File: src/hdl/dndc_pkg.sv
// ============================================================================
// dndc_pkg
// Shared types, codes and constants of the descriptor NIC DMA controller.
// ============================================================================
package dndc_pkg;

    localparam int DESC_BYTES_DEF   = 16;
    localparam int MAX_TX_FRAME_DEF = 4096;
    localparam int MAX_RX_FRAME_DEF = 2048;

    // command queue between front and back (power of two)
    localparam int QDEPTH = 4;
    localparam int QPTR_W = $clog2(QDEPTH);
    localparam int QCNT_W = $clog2(QDEPTH + 1);

    localparam int CFG_IDX_W = 3;
    localparam int CFG_DAT_W = 64;

    // register window offsets
    localparam logic [63:0] OFF_TX_BASE = 64'd0;
    localparam logic [63:0] OFF_RX_BASE = 64'd8;
    localparam logic [63:0] OFF_TX_DOOR = 64'd16;
    localparam logic [63:0] OFF_RX_DOOR = 64'd20;

    localparam logic [15:0] IRQ_LEN = 16'd4;

    // configuration register indexes
    localparam logic [CFG_IDX_W-1:0] CFG_BAR_BASE    = 3'd0;
    localparam logic [CFG_IDX_W-1:0] CFG_TX_IRQ_ADDR = 3'd1;
    localparam logic [CFG_IDX_W-1:0] CFG_TX_IRQ_DATA = 3'd2;
    localparam logic [CFG_IDX_W-1:0] CFG_RX_IRQ_ADDR = 3'd3;
    localparam logic [CFG_IDX_W-1:0] CFG_RX_IRQ_DATA = 3'd4;

    // request functions
    localparam logic [2:0] FUNC_HOST_WR  = 3'd0;
    localparam logic [2:0] FUNC_TX_DESC  = 3'd1;
    localparam logic [2:0] FUNC_TX_FRAME = 3'd2;
    localparam logic [2:0] FUNC_RX_DESC  = 3'd3;
    localparam logic [2:0] FUNC_RX_FRAME = 3'd4;

    // result kinds
    localparam logic [2:0] KIND_STATUS = 3'd0;
    localparam logic [2:0] KIND_READ   = 3'd1;
    localparam logic [2:0] KIND_PKTWR  = 3'd2;
    localparam logic [2:0] KIND_DESCWR = 3'd3;
    localparam logic [2:0] KIND_IRQ    = 3'd4;
    localparam logic [2:0] KIND_XMIT   = 3'd5;

    // result status codes
    localparam logic [2:0] ST_OK        = 3'd0;
    localparam logic [2:0] ST_NOBASE    = 3'd1;
    localparam logic [2:0] ST_DESCFAIL  = 3'd2;
    localparam logic [2:0] ST_FRAMEFAIL = 3'd3;
    localparam logic [2:0] ST_BUSY      = 3'd4;
    localparam logic [2:0] ST_NOTREADY  = 3'd5;
    localparam logic [2:0] ST_UNEXP     = 3'd6;
    localparam logic [2:0] ST_TOOLONG   = 3'd7;

    typedef enum logic [2:0] {
        CMD_STATUS = 3'd0,
        CMD_READ   = 3'd1,
        CMD_TXIRQ  = 3'd2,
        CMD_XMIT   = 3'd3,
        CMD_RXPKT  = 3'd4
    } cmd_op_t;

    typedef struct packed {
        logic [2:0]  func;
        logic [63:0] reg_addr;
        logic [63:0] reg_data;
        logic        ok;
        logic [63:0] buffer_addr;
        logic [15:0] frame_len;
    } in_item_t;

    typedef struct packed {
        logic [2:0]  kind;
        logic [63:0] target_addr;
        logic [63:0] payload;
        logic [15:0] length;
        logic [2:0]  status;
        logic        last;
    } out_item_t;

    // classified request handed from front to back
    typedef struct packed {
        cmd_op_t     op;
        logic [2:0]  status;
        logic [63:0] addr;
        logic [63:0] aux;
        logic [15:0] len;
    } cmd_t;

    typedef struct packed {
        logic full;
        logic empty;
    } q_status_t;

    typedef struct packed {
        logic [63:0] tx_irq_addr;
        logic [31:0] tx_irq_data;
        logic [63:0] rx_irq_addr;
        logic [31:0] rx_irq_data;
    } irq_cfg_t;

endpackage

File: src/hdl/descriptor_nic_dma_controller_unit.sv
// ============================================================================
// descriptor_nic_dma_controller_unit
// NIC register window and DMA sequencer: doorbells, descriptor and frame
// reads, transmit hand-off, receive writeback and interrupt writes.
// ============================================================================
// A request is accepted in the cycle it is offered as long as the four-entry
// command queue between the decode front and the issue back has room; the
// front updates ring bases and TX/RX phases at once, so dependent requests
// may follow back to back. Each request yields zero to three results, issued
// one per cycle while the sink is ready, from a registered output: a received
// frame gives three results, a transmit completion two, any other queued
// request one. Sustained throughput is therefore set by the result port.
// Configuration writes take effect on the next cycle.
module descriptor_nic_dma_controller_unit #(
    parameter int DESC_BYTES   = dndc_pkg::DESC_BYTES_DEF,
    parameter int MAX_TX_FRAME = dndc_pkg::MAX_TX_FRAME_DEF,
    parameter int MAX_RX_FRAME = dndc_pkg::MAX_RX_FRAME_DEF
) (
    input  logic                             aclk,
    input  logic                             aresetn,
    input  logic                             cfg_wr_en,
    input  logic [dndc_pkg::CFG_IDX_W-1:0]   cfg_index,
    input  logic [dndc_pkg::CFG_DAT_W-1:0]   cfg_wr_data,
    input  logic                             s_valid,
    output logic                             s_ready,
    input  dndc_pkg::in_item_t               s_data,
    output logic                             m_valid,
    input  logic                             m_ready,
    output dndc_pkg::out_item_t              m_data
);

    logic [63:0]         bar_base_reg;
    dndc_pkg::irq_cfg_t  irq_cfg_reg;
    logic                q_push;
    logic                q_pop;
    dndc_pkg::cmd_t      q_in;
    dndc_pkg::cmd_t      q_head;
    dndc_pkg::q_status_t q_stat;

    always_ff @(posedge aclk) begin
        if (!aresetn) begin
            bar_base_reg <= '0;
            irq_cfg_reg  <= '0;
        end else if (cfg_wr_en) begin
            case (cfg_index)
                dndc_pkg::CFG_BAR_BASE:    bar_base_reg             <= cfg_wr_data;
                dndc_pkg::CFG_TX_IRQ_ADDR: irq_cfg_reg.tx_irq_addr <= cfg_wr_data;
                dndc_pkg::CFG_TX_IRQ_DATA: irq_cfg_reg.tx_irq_data <= cfg_wr_data[31:0];
                dndc_pkg::CFG_RX_IRQ_ADDR: irq_cfg_reg.rx_irq_addr <= cfg_wr_data;
                dndc_pkg::CFG_RX_IRQ_DATA: irq_cfg_reg.rx_irq_data <= cfg_wr_data[31:0];
                default: begin
                end
            endcase
        end
    end

    dndc_front #(
        .DESC_BYTES   (DESC_BYTES),
        .MAX_TX_FRAME (MAX_TX_FRAME),
        .MAX_RX_FRAME (MAX_RX_FRAME)
    ) u_front (
        .aclk     (aclk),
        .aresetn  (aresetn),
        .s_valid  (s_valid),
        .s_ready  (s_ready),
        .s_data   (s_data),
        .bar_base (bar_base_reg),
        .q_stat   (q_stat),
        .cmd_push (q_push),
        .cmd      (q_in)
    );

    dndc_queue u_queue (
        .aclk     (aclk),
        .aresetn  (aresetn),
        .push     (q_push),
        .push_cmd (q_in),
        .pop      (q_pop),
        .head     (q_head),
        .stat     (q_stat)
    );

    dndc_back u_back (
        .aclk    (aclk),
        .aresetn (aresetn),
        .head    (q_head),
        .q_stat  (q_stat),
        .pop     (q_pop),
        .irq_cfg (irq_cfg_reg),
        .m_valid (m_valid),
        .m_ready (m_ready),
        .m_data  (m_data)
    );

    a_no_overflow: assert property (@(posedge aclk) disable iff (!aresetn)
        q_push |-> !q_stat.full)
        else $error("command queue overflow");

    a_no_underflow: assert property (@(posedge aclk) disable iff (!aresetn)
        q_pop |-> !q_stat.empty)
        else $error("command queue underflow");

    a_burst_continues: assert property (@(posedge aclk) disable iff (!aresetn)
        m_valid && m_ready && !m_data.last |=> m_valid)
        else $error("result burst broken before last");

    a_empty_not_full: assert property (@(posedge aclk) disable iff (!aresetn)
        !(q_stat.full && q_stat.empty))
        else $error("queue reports full and empty");

endmodule

File: src/hdl/dndc_queue.sv
// ============================================================================
// dndc_queue
// Short command FIFO between the classifying front and the issuing back.
// ============================================================================
module dndc_queue (
    input  logic                aclk,
    input  logic                aresetn,
    input  logic                push,
    input  dndc_pkg::cmd_t      push_cmd,
    input  logic                pop,
    output dndc_pkg::cmd_t      head,
    output dndc_pkg::q_status_t stat
);

    dndc_pkg::cmd_t                  mem_reg [dndc_pkg::QDEPTH];
    logic [dndc_pkg::QPTR_W-1:0]     wr_ptr_reg, wr_ptr_next;
    logic [dndc_pkg::QPTR_W-1:0]     rd_ptr_reg, rd_ptr_next;
    logic [dndc_pkg::QCNT_W-1:0]     count_reg, count_next;

    always_comb begin
        wr_ptr_next = wr_ptr_reg;
        rd_ptr_next = rd_ptr_reg;
        count_next  = count_reg;
        if (push) begin
            wr_ptr_next = wr_ptr_reg + 1'b1;
        end
        if (pop) begin
            rd_ptr_next = rd_ptr_reg + 1'b1;
        end
        if (push && !pop) begin
            count_next = count_reg + 1'b1;
        end else if (pop && !push) begin
            count_next = count_reg - 1'b1;
        end
    end

    always_ff @(posedge aclk) begin
        if (!aresetn) begin
            wr_ptr_reg <= '0;
            rd_ptr_reg <= '0;
            count_reg  <= '0;
        end else begin
            wr_ptr_reg <= wr_ptr_next;
            rd_ptr_reg <= rd_ptr_next;
            count_reg  <= count_next;
        end
    end

    always_ff @(posedge aclk) begin
        if (push) begin
            mem_reg[wr_ptr_reg] <= push_cmd;
        end
    end

    assign head       = mem_reg[rd_ptr_reg];
    assign stat.full  = (count_reg == dndc_pkg::QCNT_W'(dndc_pkg::QDEPTH));
    assign stat.empty = (count_reg == '0);

endmodule

File: src/hdl/dndc_front.sv
// ============================================================================
// dndc_front
// Accepts requests, decodes the register window, tracks the TX and RX phases
// and queues one command per request that yields results.
// ============================================================================
module dndc_front #(
    parameter int DESC_BYTES   = dndc_pkg::DESC_BYTES_DEF,
    parameter int MAX_TX_FRAME = dndc_pkg::MAX_TX_FRAME_DEF,
    parameter int MAX_RX_FRAME = dndc_pkg::MAX_RX_FRAME_DEF
) (
    input  logic                aclk,
    input  logic                aresetn,
    input  logic                s_valid,
    output logic                s_ready,
    input  dndc_pkg::in_item_t  s_data,
    input  logic [63:0]         bar_base,
    input  dndc_pkg::q_status_t q_stat,
    output logic                cmd_push,
    output dndc_pkg::cmd_t      cmd
);

    localparam int DW    = $clog2(DESC_BYTES + 1);
    localparam int PROD_W = 32 + DW;

    typedef enum logic [2:0] {
        TX_IDLE  = 3'b001,
        TX_DESC  = 3'b010,
        TX_FRAME = 3'b100
    } tx_state_t;

    typedef enum logic [3:0] {
        RX_INIT  = 4'b0001,
        RX_DESC  = 4'b0010,
        RX_READY = 4'b0100,
        RX_DONE  = 4'b1000
    } rx_state_t;

    tx_state_t   tx_state_reg, tx_state_next;
    rx_state_t   rx_state_reg, rx_state_next;
    logic [63:0] tx_base_reg, tx_base_next;
    logic [63:0] rx_base_reg, rx_base_next;
    logic [63:0] rx_desc_reg, rx_desc_next;
    logic [63:0] rx_buf_reg, rx_buf_next;
    logic [63:0] tx_faddr_reg, tx_faddr_next;
    logic [15:0] tx_flen_reg, tx_flen_next;

    logic              accept;
    logic              cmd_valid;
    logic [63:0]       off;
    logic [63:0]       ring_base;
    logic [PROD_W-1:0] idx_scaled;
    logic [63:0]       desc_addr;

    assign s_ready = !q_stat.full;
    assign accept  = s_valid && s_ready;

    assign off        = s_data.reg_addr - bar_base;
    assign ring_base  = (off == dndc_pkg::OFF_RX_DOOR) ? rx_base_reg : tx_base_reg;
    assign idx_scaled = PROD_W'(s_data.reg_data[31:0]) * PROD_W'(DESC_BYTES);
    assign desc_addr  = ring_base + 64'(idx_scaled);

    always_comb begin
        cmd.op        = dndc_pkg::CMD_STATUS;
        cmd.status    = dndc_pkg::ST_UNEXP;
        cmd.addr      = '0;
        cmd.aux       = '0;
        cmd.len       = '0;
        cmd_valid     = 1'b1;
        tx_state_next = tx_state_reg;
        rx_state_next = rx_state_reg;
        tx_base_next  = tx_base_reg;
        rx_base_next  = rx_base_reg;
        rx_desc_next  = rx_desc_reg;
        rx_buf_next   = rx_buf_reg;
        tx_faddr_next = tx_faddr_reg;
        tx_flen_next  = tx_flen_reg;
        case (s_data.func)
            dndc_pkg::FUNC_HOST_WR: begin
                cmd.status = dndc_pkg::ST_OK;
                if (off == dndc_pkg::OFF_TX_BASE) begin
                    tx_base_next = s_data.reg_data;
                end else if (off == dndc_pkg::OFF_RX_BASE) begin
                    rx_base_next = s_data.reg_data;
                end else if (off == dndc_pkg::OFF_TX_DOOR) begin
                    if (tx_state_reg != TX_IDLE) begin
                        cmd.status = dndc_pkg::ST_BUSY;
                    end else if (tx_base_reg == '0) begin
                        cmd.op     = dndc_pkg::CMD_TXIRQ;
                        cmd.status = dndc_pkg::ST_NOBASE;
                    end else begin
                        cmd.op        = dndc_pkg::CMD_READ;
                        cmd.addr      = desc_addr;
                        cmd.len       = 16'(DESC_BYTES);
                        tx_state_next = TX_DESC;
                    end
                end else if (off == dndc_pkg::OFF_RX_DOOR) begin
                    if (rx_base_reg == '0) begin
                        cmd.status = dndc_pkg::ST_NOBASE;
                    end else if (rx_state_reg == RX_DESC || rx_state_reg == RX_READY) begin
                        cmd.status = dndc_pkg::ST_BUSY;
                    end else begin
                        cmd.op        = dndc_pkg::CMD_READ;
                        cmd.addr      = desc_addr;
                        cmd.len       = 16'(DESC_BYTES);
                        rx_desc_next  = desc_addr;
                        rx_state_next = RX_DESC;
                    end
                end else begin
                    cmd_valid = 1'b0;
                end
            end
            dndc_pkg::FUNC_TX_DESC: begin
                if (tx_state_reg != TX_DESC) begin
                    cmd.status = dndc_pkg::ST_UNEXP;
                end else if (!s_data.ok) begin
                    cmd.op        = dndc_pkg::CMD_TXIRQ;
                    cmd.status    = dndc_pkg::ST_DESCFAIL;
                    tx_state_next = TX_IDLE;
                end else if (s_data.frame_len > 16'(MAX_TX_FRAME)) begin
                    cmd.op        = dndc_pkg::CMD_TXIRQ;
                    cmd.status    = dndc_pkg::ST_TOOLONG;
                    tx_state_next = TX_IDLE;
                end else begin
                    cmd.op        = dndc_pkg::CMD_READ;
                    cmd.status    = dndc_pkg::ST_OK;
                    cmd.addr      = s_data.buffer_addr;
                    cmd.len       = s_data.frame_len;
                    tx_faddr_next = s_data.buffer_addr;
                    tx_flen_next  = s_data.frame_len;
                    tx_state_next = TX_FRAME;
                end
            end
            dndc_pkg::FUNC_TX_FRAME: begin
                if (tx_state_reg != TX_FRAME) begin
                    cmd.status = dndc_pkg::ST_UNEXP;
                end else if (!s_data.ok) begin
                    cmd.op        = dndc_pkg::CMD_TXIRQ;
                    cmd.status    = dndc_pkg::ST_FRAMEFAIL;
                    tx_state_next = TX_IDLE;
                end else begin
                    cmd.op        = dndc_pkg::CMD_XMIT;
                    cmd.status    = dndc_pkg::ST_OK;
                    cmd.addr      = tx_faddr_reg;
                    cmd.len       = tx_flen_reg;
                    tx_state_next = TX_IDLE;
                end
            end
            dndc_pkg::FUNC_RX_DESC: begin
                if (rx_state_reg != RX_DESC) begin
                    cmd.status = dndc_pkg::ST_UNEXP;
                end else if (!s_data.ok) begin
                    cmd.status    = dndc_pkg::ST_DESCFAIL;
                    rx_state_next = RX_INIT;
                end else begin
                    cmd.status    = dndc_pkg::ST_OK;
                    rx_buf_next   = s_data.buffer_addr;
                    rx_state_next = RX_READY;
                end
            end
            dndc_pkg::FUNC_RX_FRAME: begin
                if (rx_state_reg != RX_READY) begin
                    cmd.status = dndc_pkg::ST_NOTREADY;
                end else if (s_data.frame_len > 16'(MAX_RX_FRAME)) begin
                    cmd.status = dndc_pkg::ST_TOOLONG;
                end else begin
                    cmd.op        = dndc_pkg::CMD_RXPKT;
                    cmd.status    = dndc_pkg::ST_OK;
                    cmd.addr      = rx_buf_reg;
                    cmd.aux       = rx_desc_reg;
                    cmd.len       = s_data.frame_len;
                    rx_state_next = RX_DONE;
                end
            end
            default: begin
                cmd.status = dndc_pkg::ST_UNEXP;
            end
        endcase
    end

    assign cmd_push = accept && cmd_valid;

    always_ff @(posedge aclk) begin
        if (!aresetn) begin
            tx_state_reg <= TX_IDLE;
            rx_state_reg <= RX_INIT;
            tx_base_reg  <= '0;
            rx_base_reg  <= '0;
            rx_desc_reg  <= '0;
            rx_buf_reg   <= '0;
            tx_faddr_reg <= '0;
            tx_flen_reg  <= '0;
        end else if (accept) begin
            tx_state_reg <= tx_state_next;
            rx_state_reg <= rx_state_next;
            tx_base_reg  <= tx_base_next;
            rx_base_reg  <= rx_base_next;
            rx_desc_reg  <= rx_desc_next;
            rx_buf_reg   <= rx_buf_next;
            tx_faddr_reg <= tx_faddr_next;
            tx_flen_reg  <= tx_flen_next;
        end
    end

endmodule

File: src/hdl/dndc_back.sv
// ============================================================================
// dndc_back
// Expands each queued command into one to three results, one per cycle
// while the sink accepts them, through a registered output stage.
// ============================================================================
module dndc_back (
    input  logic                aclk,
    input  logic                aresetn,
    input  dndc_pkg::cmd_t      head,
    input  dndc_pkg::q_status_t q_stat,
    output logic                pop,
    input  dndc_pkg::irq_cfg_t  irq_cfg,
    output logic                m_valid,
    input  logic                m_ready,
    output dndc_pkg::out_item_t m_data
);

    logic [1:0]          step_reg, step_next;
    logic                m_valid_reg, m_valid_next;
    dndc_pkg::out_item_t m_data_reg;
    dndc_pkg::out_item_t res;
    logic                load;

    always_comb begin
        res.kind        = dndc_pkg::KIND_STATUS;
        res.target_addr = '0;
        res.payload     = '0;
        res.length      = '0;
        res.status      = head.status;
        res.last        = 1'b1;
        case (head.op)
            dndc_pkg::CMD_STATUS: begin
                res.kind = dndc_pkg::KIND_STATUS;
            end
            dndc_pkg::CMD_READ: begin
                res.kind        = dndc_pkg::KIND_READ;
                res.target_addr = head.addr;
                res.length      = head.len;
            end
            dndc_pkg::CMD_TXIRQ: begin
                res.kind        = dndc_pkg::KIND_IRQ;
                res.target_addr = irq_cfg.tx_irq_addr;
                res.payload     = 64'(irq_cfg.tx_irq_data);
                res.length      = dndc_pkg::IRQ_LEN;
            end
            dndc_pkg::CMD_XMIT: begin
                if (step_reg == 2'd0) begin
                    res.kind        = dndc_pkg::KIND_XMIT;
                    res.target_addr = head.addr;
                    res.length      = head.len;
                    res.last        = 1'b0;
                end else begin
                    res.kind        = dndc_pkg::KIND_IRQ;
                    res.target_addr = irq_cfg.tx_irq_addr;
                    res.payload     = 64'(irq_cfg.tx_irq_data);
                    res.length      = dndc_pkg::IRQ_LEN;
                end
            end
            dndc_pkg::CMD_RXPKT: begin
                if (step_reg == 2'd0) begin
                    res.kind        = dndc_pkg::KIND_PKTWR;
                    res.target_addr = head.addr;
                    res.length      = head.len;
                    res.last        = 1'b0;
                end else if (step_reg == 2'd1) begin
                    res.kind        = dndc_pkg::KIND_DESCWR;
                    res.target_addr = head.aux;
                    res.payload     = head.addr;
                    res.length      = head.len;
                    res.last        = 1'b0;
                end else begin
                    res.kind        = dndc_pkg::KIND_IRQ;
                    res.target_addr = irq_cfg.rx_irq_addr;
                    res.payload     = 64'(irq_cfg.rx_irq_data);
                    res.length      = dndc_pkg::IRQ_LEN;
                end
            end
            default: begin
                res.status = dndc_pkg::ST_UNEXP;
            end
        endcase
    end

    assign load = !q_stat.empty && (!m_valid_reg || m_ready);
    assign pop  = load && res.last;

    always_comb begin
        step_next    = step_reg;
        m_valid_next = m_valid_reg;
        if (m_valid_reg && m_ready) begin
            m_valid_next = 1'b0;
        end
        if (load) begin
            m_valid_next = 1'b1;
            step_next    = res.last ? 2'd0 : step_reg + 2'd1;
        end
    end

    always_ff @(posedge aclk) begin
        if (!aresetn) begin
            step_reg    <= '0;
            m_valid_reg <= 1'b0;
        end else begin
            step_reg    <= step_next;
            m_valid_reg <= m_valid_next;
        end
    end

    always_ff @(posedge aclk) begin
        if (load) begin
            m_data_reg <= res;
        end
    end

    assign m_valid = m_valid_reg;
    assign m_data  = m_data_reg;

endmodule
File: config.mk
export PLATFORM = sky130hd
export DESIGN_NAME = descriptor_nic_dma_controller_unit
export DESIGN_NICKNAME = d
export VERILOG_FILES = /design/src/hdl/dndc_pkg.sv /design/src/hdl/descriptor_nic_dma_controller_unit.sv /design/src/hdl/dndc_queue.sv /design/src/hdl/dndc_front.sv /design/src/hdl/dndc_back.sv
export SDC_FILE = /design/constraint.sdc
export NUM_CORES = 2
export LEC_CHECK = 0
export ABC_AREA = 1
export CELL_PAD_IN_SITES_DETAIL_PLACEMENT = 1
export CELL_PAD_IN_SITES_GLOBAL_PLACEMENT = 1
export CORE_MARGIN = 2
export CORE_UTILIZATION = 30
export CTS_BUF_LIST = sky130_fd_sc_hd__clkbuf_16
export DETAILED_ROUTE_END_ITERATION = 7
export DONT_BUFFER_PORTS = 1
export MAX_ROUTING_LAYER = met4
export PLACE_DENSITY = 0.65
export SYNTH_ARGS = -nofsm -noshare
export SYNTH_HDL_FRONTEND = slang
export SYNTH_SLANG_ARGS = --single-unit
export TNS_END_PERCENT = 1
File: constraint.sdc
create_clock -name aclk -period 11.4 [get_ports aclk]
set_input_delay 0.57 -clock aclk [delete_from_list [all_inputs] [get_ports aclk]]
set_output_delay 0.57 -clock aclk [all_outputs]
set_load 0.02 [all_outputs]
==> impl_metrics.env <==
export IMPL_core_area_mm2=0.2098
export IMPL_first_pass_iters=5
export IMPL_detail_route_antenna_nets=0
export IMPL_clk_pin_slew_worst_paths_ps=60
export IMPL_cts_made_buffers=159
export IMPL_cp_max_fo=36
export IMPL_vias_per_cell=5.158
export IMPL_critPathRequiredTime_ps=11860
export IMPL_clk_latency_ps=820
export IMPL_slew_headroom=0.1254
export IMPL_finalWorstPathRequiredPeriod_ps=8434
export IMPL_hold_path_class="in2reg"
export IMPL_drc=0
export IMPL_cts_resized=0
export IMPL_synth_fp_nets=7822
export IMPL_crit_cells=33
export IMPL_met3_usage=0.04996
export IMPL_tightest_slew_ps=1301
export IMPL_busiest_layer="met1"
export IMPL_synth_edf_count=751
export IMPL_largest_reg_flops=600
export IMPL_die_x_um=463.4
export IMPL_route_vias_total=53914
export IMPL_r2r_start="bar_base_reg[25]$_SDFFE_PN0P_"
export IMPL_crit_family="simple AND/OR/NAND/NOR gates"
export IMPL_clock_sinks=1362
export IMPL_start_util=0.3019
export IMPL_fmax_ghz=0.1186
export IMPL_grt_pass1_vias=53250
export IMPL_r2r_slack_ps=2970
export IMPL_hpwl_mm=179.7
export IMPL_synth_cell_type_count=54
export IMPL_start_kind="flip-flop"
export IMPL_period_share=0.7398
export IMPL_wl_mm=257.0
export IMPL_ys_ff_latch=1362
export IMPL_p_leak_nw=28.23
export IMPL_seq_area_frac_synth=0.5493
export IMPL_cts_tree="done"
export IMPL_area_growth_pct=15.93
export IMPL_wl_per_cell_um=24.58
export IMPL_nets=7863
export IMPL_crit_arrival_ps=8900
export IMPL_syn_area_mm2=0.06333
export IMPL_antenna_found_initial=52
export IMPL_finalSetupViolCount=0
export IMPL_synth_avg_cell_area_um2=8.521
export IMPL_drv_cap=0
export IMPL_grt_usage=0.2381
export IMPL_power_density_mw_per_mm2=201.7
export IMPL_crit_slowest_cell="a21oi_1"
export IMPL_grt_use_met2=0.3367
export IMPL_worstHoldStart="s_data[11]"
export IMPL_startpoint="bar_base_reg[25]$_SDFFE_PN0P_"
export IMPL_utilization=0.3500
export IMPL_cp_common_cell="nand2_1"
export IMPL_cp_end_kind="flip-flop"
export IMPL_seqCellArea_mm2=0.03479
export IMPL_layout_drive_gt1_share=0.05273
export IMPL_async_flop_share=0
export IMPL_hold_depth=2
export IMPL_cp_num_buf_inv=3
export IMPL_overflow=0
export IMPL_rsz0062_at_grt="false"
export IMPL_peakVddDrop_uv=163.0
export IMPL_portBuffers=0
export IMPL_grt_use_met1=0.3463
export IMPL_finalSetupTns_ps=0
export IMPL_htreeDepth=4
export IMPL_synthCells=7432
export IMPL_path_class="reg2reg"
export IMPL_r2r_cells=33
export IMPL_whs_endpoint="u_front.tx_flen_reg[11]$_SDFFE_PN0P_"
export IMPL_n_fill_cell=24632
export IMPL_rr_endpoint="u_queue.mem_reg[1][120]$_DFFE_PP_"
export IMPL_slew_violations=0
export IMPL_grt_pass1_wl_mm=370.4
export IMPL_grt_max_degree=510
export IMPL_multiInputGateArea_mm2=0.02367
export IMPL_hold_viol_final=0
export IMPL_drt_iter0_markers=4810
export IMPL_skew_ps=52.64
export IMPL_clockRootBuffer="clkbuf_16"
export IMPL_final_common_cell="nand2_1"
export IMPL_die_h_um=463.4
export IMPL_gp_congestion=0.9175
export IMPL_io_pins=437
export IMPL_layout_common_cells="1342 x nand2_1, 1013 x nor2_1, 935 x inv_1, 822 x o21ai_0, 751 x edfxtp_1"
export IMPL_core_rowCount=168
export IMPL_die_area_mm2=0.2148
export IMPL_ys_flop_type="edfxtp_1"
export IMPL_status="finished, final reports clean"
export IMPL_cts_buffer_depth=3
export IMPL_max_stage_delay_ps=660
export IMPL_yosysWarningCount=0
[synth_stat cells (5+ instances only)]
cell type / n / area (um2)
o21ai_1: 52 / 260.3
o211ai_1: 70 / 525.5
a21oi_1: 537 / 2688
nand2_2: 17 / 106.4
nand4_1: 73 / 456.7
nor2_2: 22 / 137.6
o2111ai_1: 11 / 96.34
inv_1: 898 / 3371
a31oi_1: 7 / 43.79
and2_1: 5 / 31.28
a32o_1: 65 / 650.6
nor3_1: 37 / 185.2
edfxtp_1: 751 / 22550
nand3_2: 6 / 60.06
ha_1: 104 / 1301
dfxtp_1: 611 / 12230
a221oi_1: 61 / 534.3
o21ai_0: 822 / 4114
o21bai_1: 5 / 37.54
inv_2: 17 / 63.81
xnor2_1: 18 / 157.7
buf_2: 20 / 100.1
o22ai_1: 74 / 462.9
nor2_1: 1022 / 3836
nand3_1: 137 / 685.7
xor2_1: 35 / 306.5
buf_6: 5 / 56.30
clkinv_1: 8 / 30.03
nand2_1: 1344 / 5045
buf_1: 22 / 82.58
nor4_1: 40 / 250.2
nor2_4: 8 / 90.09
a211oi_1: 64 / 480.5
clkbuf_1: 340 / 1276
nand3b_1: 10 / 75.07
a22oi_1: 74 / 555.5
[area by class of cell]
cell class | count | share of cell area
well taps | 2805 | 0.04780
multi-input cells | 4756 | 0.3224
clock buffers | 161 | 0.05488
flip-flops and latches | 1362 | 0.4738
repair buffers | 271 | 0.03552
clock inverters | 132 | 0.01663
inverters | 923 | 0.04748
diodes | 43 | 0.001466
[layer usage]
metal | part of all wire | up-vias
met5 | 0 | -
met4 | 0.022 | 0
met3 | 0.075 | 239
met2 | 0.41 | 1573
met1 | 0.49 | 26946
li1 | - | 25156
[worst max-delay path by stage]
stage                                              to
floorplan             u_queue.mem_reg[0][0]$_DFFE_PP_
global placement    u_queue.mem_reg[0][122]$_DFFE_PP_
detailed placement  u_queue.mem_reg[2][120]$_DFFE_PP_
CTS                 u_queue.mem_reg[1][120]$_DFFE_PP_
global route        u_queue.mem_reg[2][138]$_DFFE_PP_
finish              u_queue.mem_reg[1][120]$_DFFE_PP_
[timing repair]
| item | CTS | global route |
|---|---|---|
| hold buffers | 209 | 0 |
| endpoints found under the setup margin | 0 | 0 |
| endpoints found under the hold margin | 524 | 0 |
| setup buffers | 0 | 0 |
[stage by stage]
stage / instances / setup slack [ps] / power (mW) / hold WS [ps] / area (um2)
after floorplan: 7432 / 1552 / 8.237 / 423.7 / 63330
after global placement: 9908 / 2730 / 9.573 / 432.9 / 65970
after detailed placement: 9908 / 2794 / 9.644 / 441.5 / 65970
after CTS: 10410 / 2876 / 14.89 / 10.24 / 73310
after global routing: 10431 / 2398 / 15.35 / 47.09 / 73360
final: 10453 / 2966 / 14.81 / 67.37 / 73420
[kinds of logic (layout without fill, tap and decap cells)]
kind of cell | count (synthesis) | count (layout) | synth area share
AND/OR/NAND/NOR | 2730 | 2730 | 0.1749
AO/OA/AOI/OAI | 1867 | 1867 | 0.1683
flip-flops | 1362 | 1362 | 0.5493
buffers and inverters | 1314 | 1487 | 0.07911
adder cells (fa/ha/maj) | 106 | 106 | 0.02118
XOR/XNOR | 53 | 53 | 0.007330
other | 0 | 43 | 0
[power by group]
part | switching (mW) | internal (mW)
clock network | 2.17 | 2.97
logic | 2.36 | 0.741
registers | 0.751 | 5.81
Power figures use the tool's default switching activity.
